<file path="src/hdl/rle16_pkg.sv">
// ----------------------------------------------------------------------------
// rle16_pkg: shared types and constants for the run-length encoder
// Defaults for the word width and queue depth, and the control and status
// structs that pass between the front, the queue and the back.
// ----------------------------------------------------------------------------
package rle16_pkg;

    localparam int WORD_BITS_DEF   = 16;
    localparam int QUEUE_DEPTH_DEF = 4;

    // one queue entry carries one or two code words
    typedef struct packed {
        logic two;
        logic stream_last;
    } rle16_ctl_t;

    typedef struct packed {
        logic empty;
        logic full;
    } rle16_qstat_t;

endpackage

</file>
<file path="src/hdl/run_length_encoder_16bit_top.sv">
// The first code word of an input beat passes the entry queue and the output register.
// Throughput: one input beat per cycle while the entry queue has room; the output
// port moves one code word per cycle while m_tready is high; pairs go out word by word.
// The queue (QUEUE_DEPTH entries) lets front and back stall independently.
// Reset: rst_n clears the run state (new run pending, tally zero), the queue and
// the output valid and phase flags at once; no clearing pass.
// ----------------------------------------------------------------------------
// run_length_encoder_16bit_top: run-length encoder with double-value escape
// Passes the first two copies of a word through, counts further copies and
// emits the count when the run ends, saturates or the stream ends.
// ----------------------------------------------------------------------------
module run_length_encoder_16bit_top #(
    parameter int WORD_BITS   = rle16_pkg::WORD_BITS_DEF,
    parameter int QUEUE_DEPTH = rle16_pkg::QUEUE_DEPTH_DEF,
    localparam int TDATA_BITS = ((WORD_BITS + 7) / 8) * 8
) (
    input  logic                  clk,
    input  logic                  rst_n,
    input  logic                  s_tvalid,
    output logic                  s_tready,
    input  logic [TDATA_BITS-1:0] s_tdata,   // symbol_in
    input  logic                  s_tlast,   // stream_end
    output logic                  m_tvalid,
    input  logic                  m_tready,
    output logic [TDATA_BITS-1:0] m_tdata,   // code_word
    output logic                  m_tuser,   // item_last
    output logic                  m_tlast    // stream_last
);
    import rle16_pkg::*;

    logic                 push;
    logic                 pop;
    logic [WORD_BITS-1:0] fr_word0;
    logic [WORD_BITS-1:0] fr_word1;
    rle16_ctl_t           fr_ctl;
    logic [WORD_BITS-1:0] q_word0;
    logic [WORD_BITS-1:0] q_word1;
    rle16_ctl_t           q_ctl;
    rle16_qstat_t         q_stat;

    rle16_front #(
        .WORD_BITS (WORD_BITS)
    ) u_front (
        .clk      (clk),
        .rst_n    (rst_n),
        .in_valid (s_tvalid),
        .in_word  (s_tdata[WORD_BITS-1:0]),
        .in_last  (s_tlast),
        .q_stat   (q_stat),
        .in_ready (s_tready),
        .push     (push),
        .word0    (fr_word0),
        .word1    (fr_word1),
        .ctl      (fr_ctl)
    );

    rle16_queue #(
        .WORD_BITS   (WORD_BITS),
        .QUEUE_DEPTH (QUEUE_DEPTH)
    ) u_queue (
        .clk      (clk),
        .rst_n    (rst_n),
        .push     (push),
        .wr_word0 (fr_word0),
        .wr_word1 (fr_word1),
        .wr_ctl   (fr_ctl),
        .pop      (pop),
        .rd_word0 (q_word0),
        .rd_word1 (q_word1),
        .rd_ctl   (q_ctl),
        .q_stat   (q_stat)
    );

    rle16_back #(
        .WORD_BITS  (WORD_BITS),
        .TDATA_BITS (TDATA_BITS)
    ) u_back (
        .clk             (clk),
        .rst_n           (rst_n),
        .rd_word0        (q_word0),
        .rd_word1        (q_word1),
        .rd_ctl          (q_ctl),
        .q_stat          (q_stat),
        .pop             (pop),
        .out_valid       (m_tvalid),
        .out_ready       (m_tready),
        .out_data        (m_tdata),
        .out_item_last   (m_tuser),
        .out_stream_last (m_tlast)
    );

    // second word of a pair is already queued, so the output stays occupied
    a_pair_follows: assert property (@(posedge clk) disable iff (!rst_n)
        m_tvalid && !m_tuser |=> m_tvalid)
        else $error("second code word of a pair missing");

    a_stream_last_ends_item: assert property (@(posedge clk) disable iff (!rst_n)
        m_tvalid && m_tlast |-> m_tuser)
        else $error("stream_last on a beat that does not end its item");

    a_no_push_when_full: assert property (@(posedge clk) disable iff (!rst_n)
        push |-> !q_stat.full)
        else $error("entry pushed into a full queue");

    a_pop_has_entry: assert property (@(posedge clk) disable iff (!rst_n)
        pop |-> !q_stat.empty)
        else $error("entry popped from an empty queue");

endmodule

</file>
<file path="src/hdl/rle16_front.sv">
// ----------------------------------------------------------------------------
// rle16_front: run tracking and classification
// Compares each accepted word with the run held, updates the tally and
// builds the zero, one or two code words that the word causes.
// ----------------------------------------------------------------------------
module rle16_front #(
    parameter int WORD_BITS = 16
) (
    input  logic                     clk,
    input  logic                     rst_n,
    input  logic                     in_valid,
    input  logic [WORD_BITS-1:0]     in_word,
    input  logic                     in_last,
    input  rle16_pkg::rle16_qstat_t  q_stat,
    output logic                     in_ready,
    output logic                     push,
    output logic [WORD_BITS-1:0]     word0,
    output logic [WORD_BITS-1:0]     word1,
    output rle16_pkg::rle16_ctl_t    ctl
);
    import rle16_pkg::*;

    localparam logic [WORD_BITS-1:0] TALLY_ONE   = {{(WORD_BITS-1){1'b0}}, 1'b1};
    localparam logic [WORD_BITS-1:0] TALLY_LIMIT = {1'b1, {(WORD_BITS-1){1'b0}}};

    logic [WORD_BITS-1:0] prev_reg, prev_next;
    logic [WORD_BITS-1:0] tally_reg, tally_next;
    logic                 restart_reg, restart_next;

    logic                 accept;
    logic                 match;
    logic                 any_res;
    logic [WORD_BITS-1:0] tally_inc;
    logic [WORD_BITS-1:0] tally_after;
    logic [WORD_BITS-1:0] prev_after;
    logic                 restart_after;

    assign in_ready = !q_stat.full;
    assign accept   = in_valid && in_ready;
    assign push     = accept && any_res;

    always_comb
    begin
        match         = (in_word == prev_reg) && !restart_reg;
        tally_inc     = tally_reg + TALLY_ONE;
        any_res       = 1'b0;
        ctl.two       = 1'b0;
        word0         = in_word;
        word1         = in_word;
        tally_after   = tally_reg;
        prev_after    = prev_reg;
        restart_after = restart_reg;
        if (match)
        begin
            tally_after = tally_inc;
            if (tally_inc == TALLY_ONE)
            begin
                any_res = 1'b1;
            end
            else if (tally_inc == TALLY_LIMIT)
            begin
                any_res       = 1'b1;
                word0         = tally_reg;
                tally_after   = '0;
                restart_after = 1'b1;
            end
        end
        else
        begin
            any_res       = 1'b1;
            restart_after = 1'b0;
            prev_after    = in_word;
            tally_after   = '0;
            if (tally_reg != '0)
            begin
                ctl.two = 1'b1;
                word0   = tally_reg - TALLY_ONE;
            end
        end
        // flush a pending count on the final word; tally_after - 1 equals tally_reg here
        if (in_last && (tally_after != '0) && !ctl.two)
        begin
            if (any_res)
            begin
                ctl.two = 1'b1;
                word1   = tally_reg;
            end
            else
            begin
                any_res = 1'b1;
                word0   = tally_reg;
            end
        end
        ctl.stream_last = in_last;
    end

    always_comb
    begin
        prev_next    = prev_reg;
        tally_next   = tally_reg;
        restart_next = restart_reg;
        if (accept)
        begin
            if (in_last)
            begin
                prev_next    = '0;
                tally_next   = '0;
                restart_next = 1'b1;
            end
            else
            begin
                prev_next    = prev_after;
                tally_next   = tally_after;
                restart_next = restart_after;
            end
        end
    end

    always_ff @(posedge clk or negedge rst_n)
    begin
        if (!rst_n)
        begin
            prev_reg    <= '0;
            tally_reg   <= '0;
            restart_reg <= 1'b1;
        end
        else
        begin
            prev_reg    <= prev_next;
            tally_reg   <= tally_next;
            restart_reg <= restart_next;
        end
    end

endmodule

</file>
<file path="src/hdl/rle16_queue.sv">
// ----------------------------------------------------------------------------
// rle16_queue: entry queue between front and back
// Holds classified entries so that either side can stall on its own.
// ----------------------------------------------------------------------------
module rle16_queue #(
    parameter int WORD_BITS   = 16,
    parameter int QUEUE_DEPTH = 4
) (
    input  logic                     clk,
    input  logic                     rst_n,
    input  logic                     push,
    input  logic [WORD_BITS-1:0]     wr_word0,
    input  logic [WORD_BITS-1:0]     wr_word1,
    input  rle16_pkg::rle16_ctl_t    wr_ctl,
    input  logic                     pop,
    output logic [WORD_BITS-1:0]     rd_word0,
    output logic [WORD_BITS-1:0]     rd_word1,
    output rle16_pkg::rle16_ctl_t    rd_ctl,
    output rle16_pkg::rle16_qstat_t  q_stat
);
    import rle16_pkg::*;

    localparam int CTL_BITS   = $bits(rle16_ctl_t);
    localparam int ENTRY_BITS = 2 * WORD_BITS + CTL_BITS;
    localparam int PTR_BITS   = (QUEUE_DEPTH > 1) ? $clog2(QUEUE_DEPTH) : 1;
    localparam int CNT_BITS   = $clog2(QUEUE_DEPTH + 1);
    localparam logic [PTR_BITS-1:0] PTR_LAST = PTR_BITS'(QUEUE_DEPTH - 1);
    localparam logic [CNT_BITS-1:0] CNT_FULL = CNT_BITS'(QUEUE_DEPTH);
    localparam logic [CNT_BITS-1:0] CNT_ONE  = CNT_BITS'(1);

    logic [ENTRY_BITS-1:0] mem [QUEUE_DEPTH];
    logic [PTR_BITS-1:0]   wr_ptr_reg, wr_ptr_next;
    logic [PTR_BITS-1:0]   rd_ptr_reg, rd_ptr_next;
    logic [CNT_BITS-1:0]   count_reg, count_next;
    logic [ENTRY_BITS-1:0] rd_entry;

    assign q_stat.empty = (count_reg == '0);
    assign q_stat.full  = (count_reg == CNT_FULL);

    assign rd_entry = mem[rd_ptr_reg];
    assign rd_word0 = rd_entry[WORD_BITS-1:0];
    assign rd_word1 = rd_entry[2*WORD_BITS-1:WORD_BITS];
    assign rd_ctl   = rd_entry[ENTRY_BITS-1:2*WORD_BITS];

    always_comb
    begin
        wr_ptr_next = wr_ptr_reg;
        rd_ptr_next = rd_ptr_reg;
        count_next  = count_reg;
        if (push)
        begin
            wr_ptr_next = (wr_ptr_reg == PTR_LAST) ? '0 : wr_ptr_reg + 1'b1;
        end
        if (pop)
        begin
            rd_ptr_next = (rd_ptr_reg == PTR_LAST) ? '0 : rd_ptr_reg + 1'b1;
        end
        if (push && !pop)
        begin
            count_next = count_reg + CNT_ONE;
        end
        else if (pop && !push)
        begin
            count_next = count_reg - CNT_ONE;
        end
    end

    always_ff @(posedge clk)
    begin
        if (push)
        begin
            mem[wr_ptr_reg] <= {wr_ctl, wr_word1, wr_word0};
        end
    end

    always_ff @(posedge clk or negedge rst_n)
    begin
        if (!rst_n)
        begin
            wr_ptr_reg <= '0;
            rd_ptr_reg <= '0;
            count_reg  <= '0;
        end
        else
        begin
            wr_ptr_reg <= wr_ptr_next;
            rd_ptr_reg <= rd_ptr_next;
            count_reg  <= count_next;
        end
    end

endmodule

</file>
<file path="src/hdl/rle16_back.sv">
// ----------------------------------------------------------------------------
// rle16_back: result serialiser
// Takes queue entries apart into single code words and drives the
// registered output beat.
// ----------------------------------------------------------------------------
module rle16_back #(
    parameter int WORD_BITS  = 16,
    parameter int TDATA_BITS = 16
) (
    input  logic                     clk,
    input  logic                     rst_n,
    input  logic [WORD_BITS-1:0]     rd_word0,
    input  logic [WORD_BITS-1:0]     rd_word1,
    input  rle16_pkg::rle16_ctl_t    rd_ctl,
    input  rle16_pkg::rle16_qstat_t  q_stat,
    output logic                     pop,
    output logic                     out_valid,
    input  logic                     out_ready,
    output logic [TDATA_BITS-1:0]    out_data,
    output logic                     out_item_last,
    output logic                     out_stream_last
);
    import rle16_pkg::*;

    logic                 valid_reg, valid_next;
    logic                 phase_reg, phase_next;
    logic [WORD_BITS-1:0] data_reg, data_next;
    logic                 item_last_reg, item_last_next;
    logic                 stream_last_reg, stream_last_next;
    logic                 load;
    logic                 entry_done;

    assign load       = !q_stat.empty && (!valid_reg || out_ready);
    assign entry_done = phase_reg || !rd_ctl.two;
    assign pop        = load && entry_done;

    always_comb
    begin
        valid_next       = valid_reg;
        phase_next       = phase_reg;
        data_next        = data_reg;
        item_last_next   = item_last_reg;
        stream_last_next = stream_last_reg;
        if (load)
        begin
            valid_next       = 1'b1;
            phase_next       = !entry_done;
            data_next        = phase_reg ? rd_word1 : rd_word0;
            item_last_next   = entry_done;
            stream_last_next = entry_done && rd_ctl.stream_last;
        end
        else if (out_ready)
        begin
            valid_next = 1'b0;
        end
    end

    always_ff @(posedge clk)
    begin
        data_reg        <= data_next;
        item_last_reg   <= item_last_next;
        stream_last_reg <= stream_last_next;
    end

    always_ff @(posedge clk or negedge rst_n)
    begin
        if (!rst_n)
        begin
            valid_reg <= 1'b0;
            phase_reg <= 1'b0;
        end
        else
        begin
            valid_reg <= valid_next;
            phase_reg <= phase_next;
        end
    end

    assign out_valid       = valid_reg;
    assign out_data        = TDATA_BITS'(data_reg);
    assign out_item_last   = valid_reg && item_last_reg;
    assign out_stream_last = valid_reg && stream_last_reg;

endmodule

</file>
<file path="config.mk">
export PLATFORM = sky130hd
export DESIGN_NAME = run_length_encoder_16bit_top
export DESIGN_NICKNAME = d
export VERILOG_FILES = /design/src/hdl/rle16_pkg.sv /design/src/hdl/run_length_encoder_16bit_top.sv /design/src/hdl/rle16_front.sv /design/src/hdl/rle16_queue.sv /design/src/hdl/rle16_back.sv
export SDC_FILE = /design/constraint.sdc
export NUM_CORES = 1
export LEC_CHECK = 0
export BUFFER_PORTS_ARGS = -buffer_cell sky130_fd_sc_hd__buf_2
export CORE_MARGIN = 2
export CORE_UTILIZATION = 38
export CTS_BUF_LIST = sky130_fd_sc_hd__clkbuf_8
export CTS_CLUSTER_SIZE = 24
export DETAILED_ROUTE_END_ITERATION = 10
export GPL_ROUTABILITY_DRIVEN = 0
export PLACE_DENSITY_LB_ADDON = 0.08
export SLEW_MARGIN = 30
export SYNTH_ARGS = -nofsm -noshare
export SYNTH_HDL_FRONTEND = slang
export SYNTH_SLANG_ARGS = --single-unit
</file>
<file path="constraint.sdc">
create_clock -name clk -period 4.3 [get_ports clk]
set_input_delay 0.86 -clock clk [delete_from_list [all_inputs] [get_ports clk]]
set_output_delay 0.86 -clock clk [all_outputs]
set_load 0.05 [all_outputs]
</file>
==> summary.txt <==
largest net degree at the start of global routing = 43
post-layout power = 5.84 mW
Setup CP Type = reg -> reg
chip width = 159 um
area of the multi-input gates = 3270 um^2
max-cap viol count = 0
cell taking the most area after synthesis = edfxtp_1
CTS tree = yes
Fin Setup TNS = 0 ns
total number of vias = 5680
post-CTS sizing = 0
Final min period = 3.91 ns
Crit Path Max Fanout = 10
Largest Register = u_queue.mem
FF/Latch Area = 5680 um^2
layout filler cell count = 2173
hold buffers post-CTS = 0
post-placement cell area = 9840 um^2
Slew @ Worst Pin = 0.820 ns
synthesized area = 9180 um^2
clock latency on the worst-skew pair = 0.47 ns
Initial DRT Pass Iterations = 5
clock skew = 0.0128 ns
H-tree depth = 4
PortBufs = 40
post-synthesis cell type count = 55
Area growth syn-to-layout = 11.7%
ys async rst share = 0.214
Post-synth top cells = 154 x edfxtp_1, 47 x nand2_1, 41 x dfrtp_1, 37 x o21ai_0, 34 x mux4_2
register area share after synthesis = 0.619
IO Pins = 41
number of buffers created by CTS = 17
Ant. Diodes = 0
final core occ = 0.434
Global Route Usage Sum = 0.181
fmax = 0.255 GHz
Rows = 56
final antenna-violating net count = 0
Pwr Density = 569 nW/um^2
root buf cell = clkbuf_8
Final Net Count = 727
wire length per cell = 21.9 um
dpl cells = 996
clk buf depth = 2
Crit path arrival time = 4.30 ns
most common cell in the netlist = edfxtp_1
Sink Count = 196
post-synth top area share = 0.504
Pins Over Slew Limit = 0
pre-CTS WS = 0.364 ns
Initial Utilization = 0.389
ys flop type = edfxtp_1
Synth area leaders = edfxtp_1 50%, dfrtp_1 11%, mux4_2 8.3%, mux2_2 2.6%, o21ai_0 2.0%
first-pass GRT wire length = 34700 um
fin crit share = 0.910
Hold/Removal Path Class = in -> async
share of cells above drive strength 1 = 0.236
vias in the first global route = 5797
vias per cell = 5.53
die footprint = 25400 um^2
hold slack final = 0.407 ns
endpoint class of the critical path = flop
Post-Layout Cell Count = 1028
Synth Instances = 652
drt drc = 0
Die Ht = 159 um
initial antenna violation count = 0
Syn. warnings = 0
endpoints failing hold = 0
max FFs per register = 136
total wire length = 22500 um
Iter 0 DRT Violations = 455
Leak Pwr = 3.73 nW
Worst Path Required = 4.69 ns
RSZ-0062 raised after global routing = false
#FFs+latches synth = 196
Post-CTS Setup Inserts = 0
Worst-path clk slew = 0.11 ns
Post-Syn Nets = 683
CP Launch Type = flop
fin area = 10200 um^2
relative slew slack = 0.451
status = completed
Mean Syn Cell Area = 14.1 um^2
DP Wirelength = 14200 um
CORE AREA = 23600 um^2
VDD IR max = 0.279 mV
EDFF count, synth = 154
final global-route overflow total = 0
setup violators final = 0
worst setup slack after layout = 0.385 ns
-- cell families after synthesis --
kind of cell,after synthesis,share of synthesized area
simple gates,163,0.0945
xor+xnor,38,0.0371
buf+inv,56,0.0266
flops,196,0.619
compound gates,128,0.0929
mux,61,0.116
fa+ha+maj,10,0.0145
-- worst max-delay path, stage by stage, from the launching register on --
cell,delay (ns)
dfrtp_1,0.57
ha_1,0.31
nand3_1,0.18
nor3_1,0.39
mux2i_1,0.24
nand4_1,0.20
or3_1,0.50
a31oi_4,0.28
ha_1,0.23
inv_1,0.07
fa_1,0.43
xor2_1,0.15
nor2_1,0.11
xor2_1,0.17
-- area by class of cell --
class / instances / area share
flip-flops and latches: 196 / 0.554
inverters: 17 / 0.00623
clock inverters: 15 / 0.0162
multi-input cells: 400 / 0.319
clock buffers: 17 / 0.0228
repair buffers: 64 / 0.0422
well taps: 319 / 0.0390
-- worst paths after layout --
| check | start | end | slack [ns] | depth (start not counted) |
|---|---|---|---|---|
| worst min-delay path | rst_n | u_front.prev_reg[15] | 0.41 | 1 |
| min in group clk | u_front.restart_reg | u_front.restart_reg | 0.49 | 2 |
| worst max register to register | u_front.tally_reg[0] | u_queue.count_reg[2] | 0.39 | 13 |
| worst min register to register | u_front.restart_reg | u_front.restart_reg | 0.49 | 2 |
| max in group asynchronous | rst_n | u_queue.rd_ptr_reg[0] | 3.45 | 1 |
| worst max-delay path | u_front.tally_reg[0] | u_queue.count_reg[2] | 0.39 | 13 |
-- metal layers --
layer	wire length [um]	vias to the layer above	track usage
met4	499	0	0.0579
met1	10500	2936	0.244
met3	710	28	0.0320
met2	10900	124	0.300
li1	-	2592	-
met5	0	-	0
-- cells in the final DEF (no fill, tap or decap), types with 7 or more instances in the layout --
cell,n
edfxtp_1,154
nand2_1,47
dfrtp_1,40
buf_2,39
o21ai_0,37
mux4_2,34
nor2_1,30
mux2_2,21
buf_4,21
xnor2_1,19
a21oi_1,19
inv_1,18
xor2_1,18
clkbuf_8,17
nor3_1,15
a21o_1,13
a22oi_1,13
o2bb2ai_1,13
nand3_1,12
nand4_1,11
and2_1,10
ha_1,9
a22o_1,7
-- power breakdown --
| group | switching, mW | leakage (nW) | internal [mW] | total [mW] |
|---|---|---|---|---|
| logic | 1.18 | 1.56 | 0.758 | 1.94 |
| registers | 0.136 | 1.97 | 2.56 | 2.70 |
| clock network | 0.717 | 0.203 | 0.486 | 1.20 |
(Power assumes the default switching activity.)
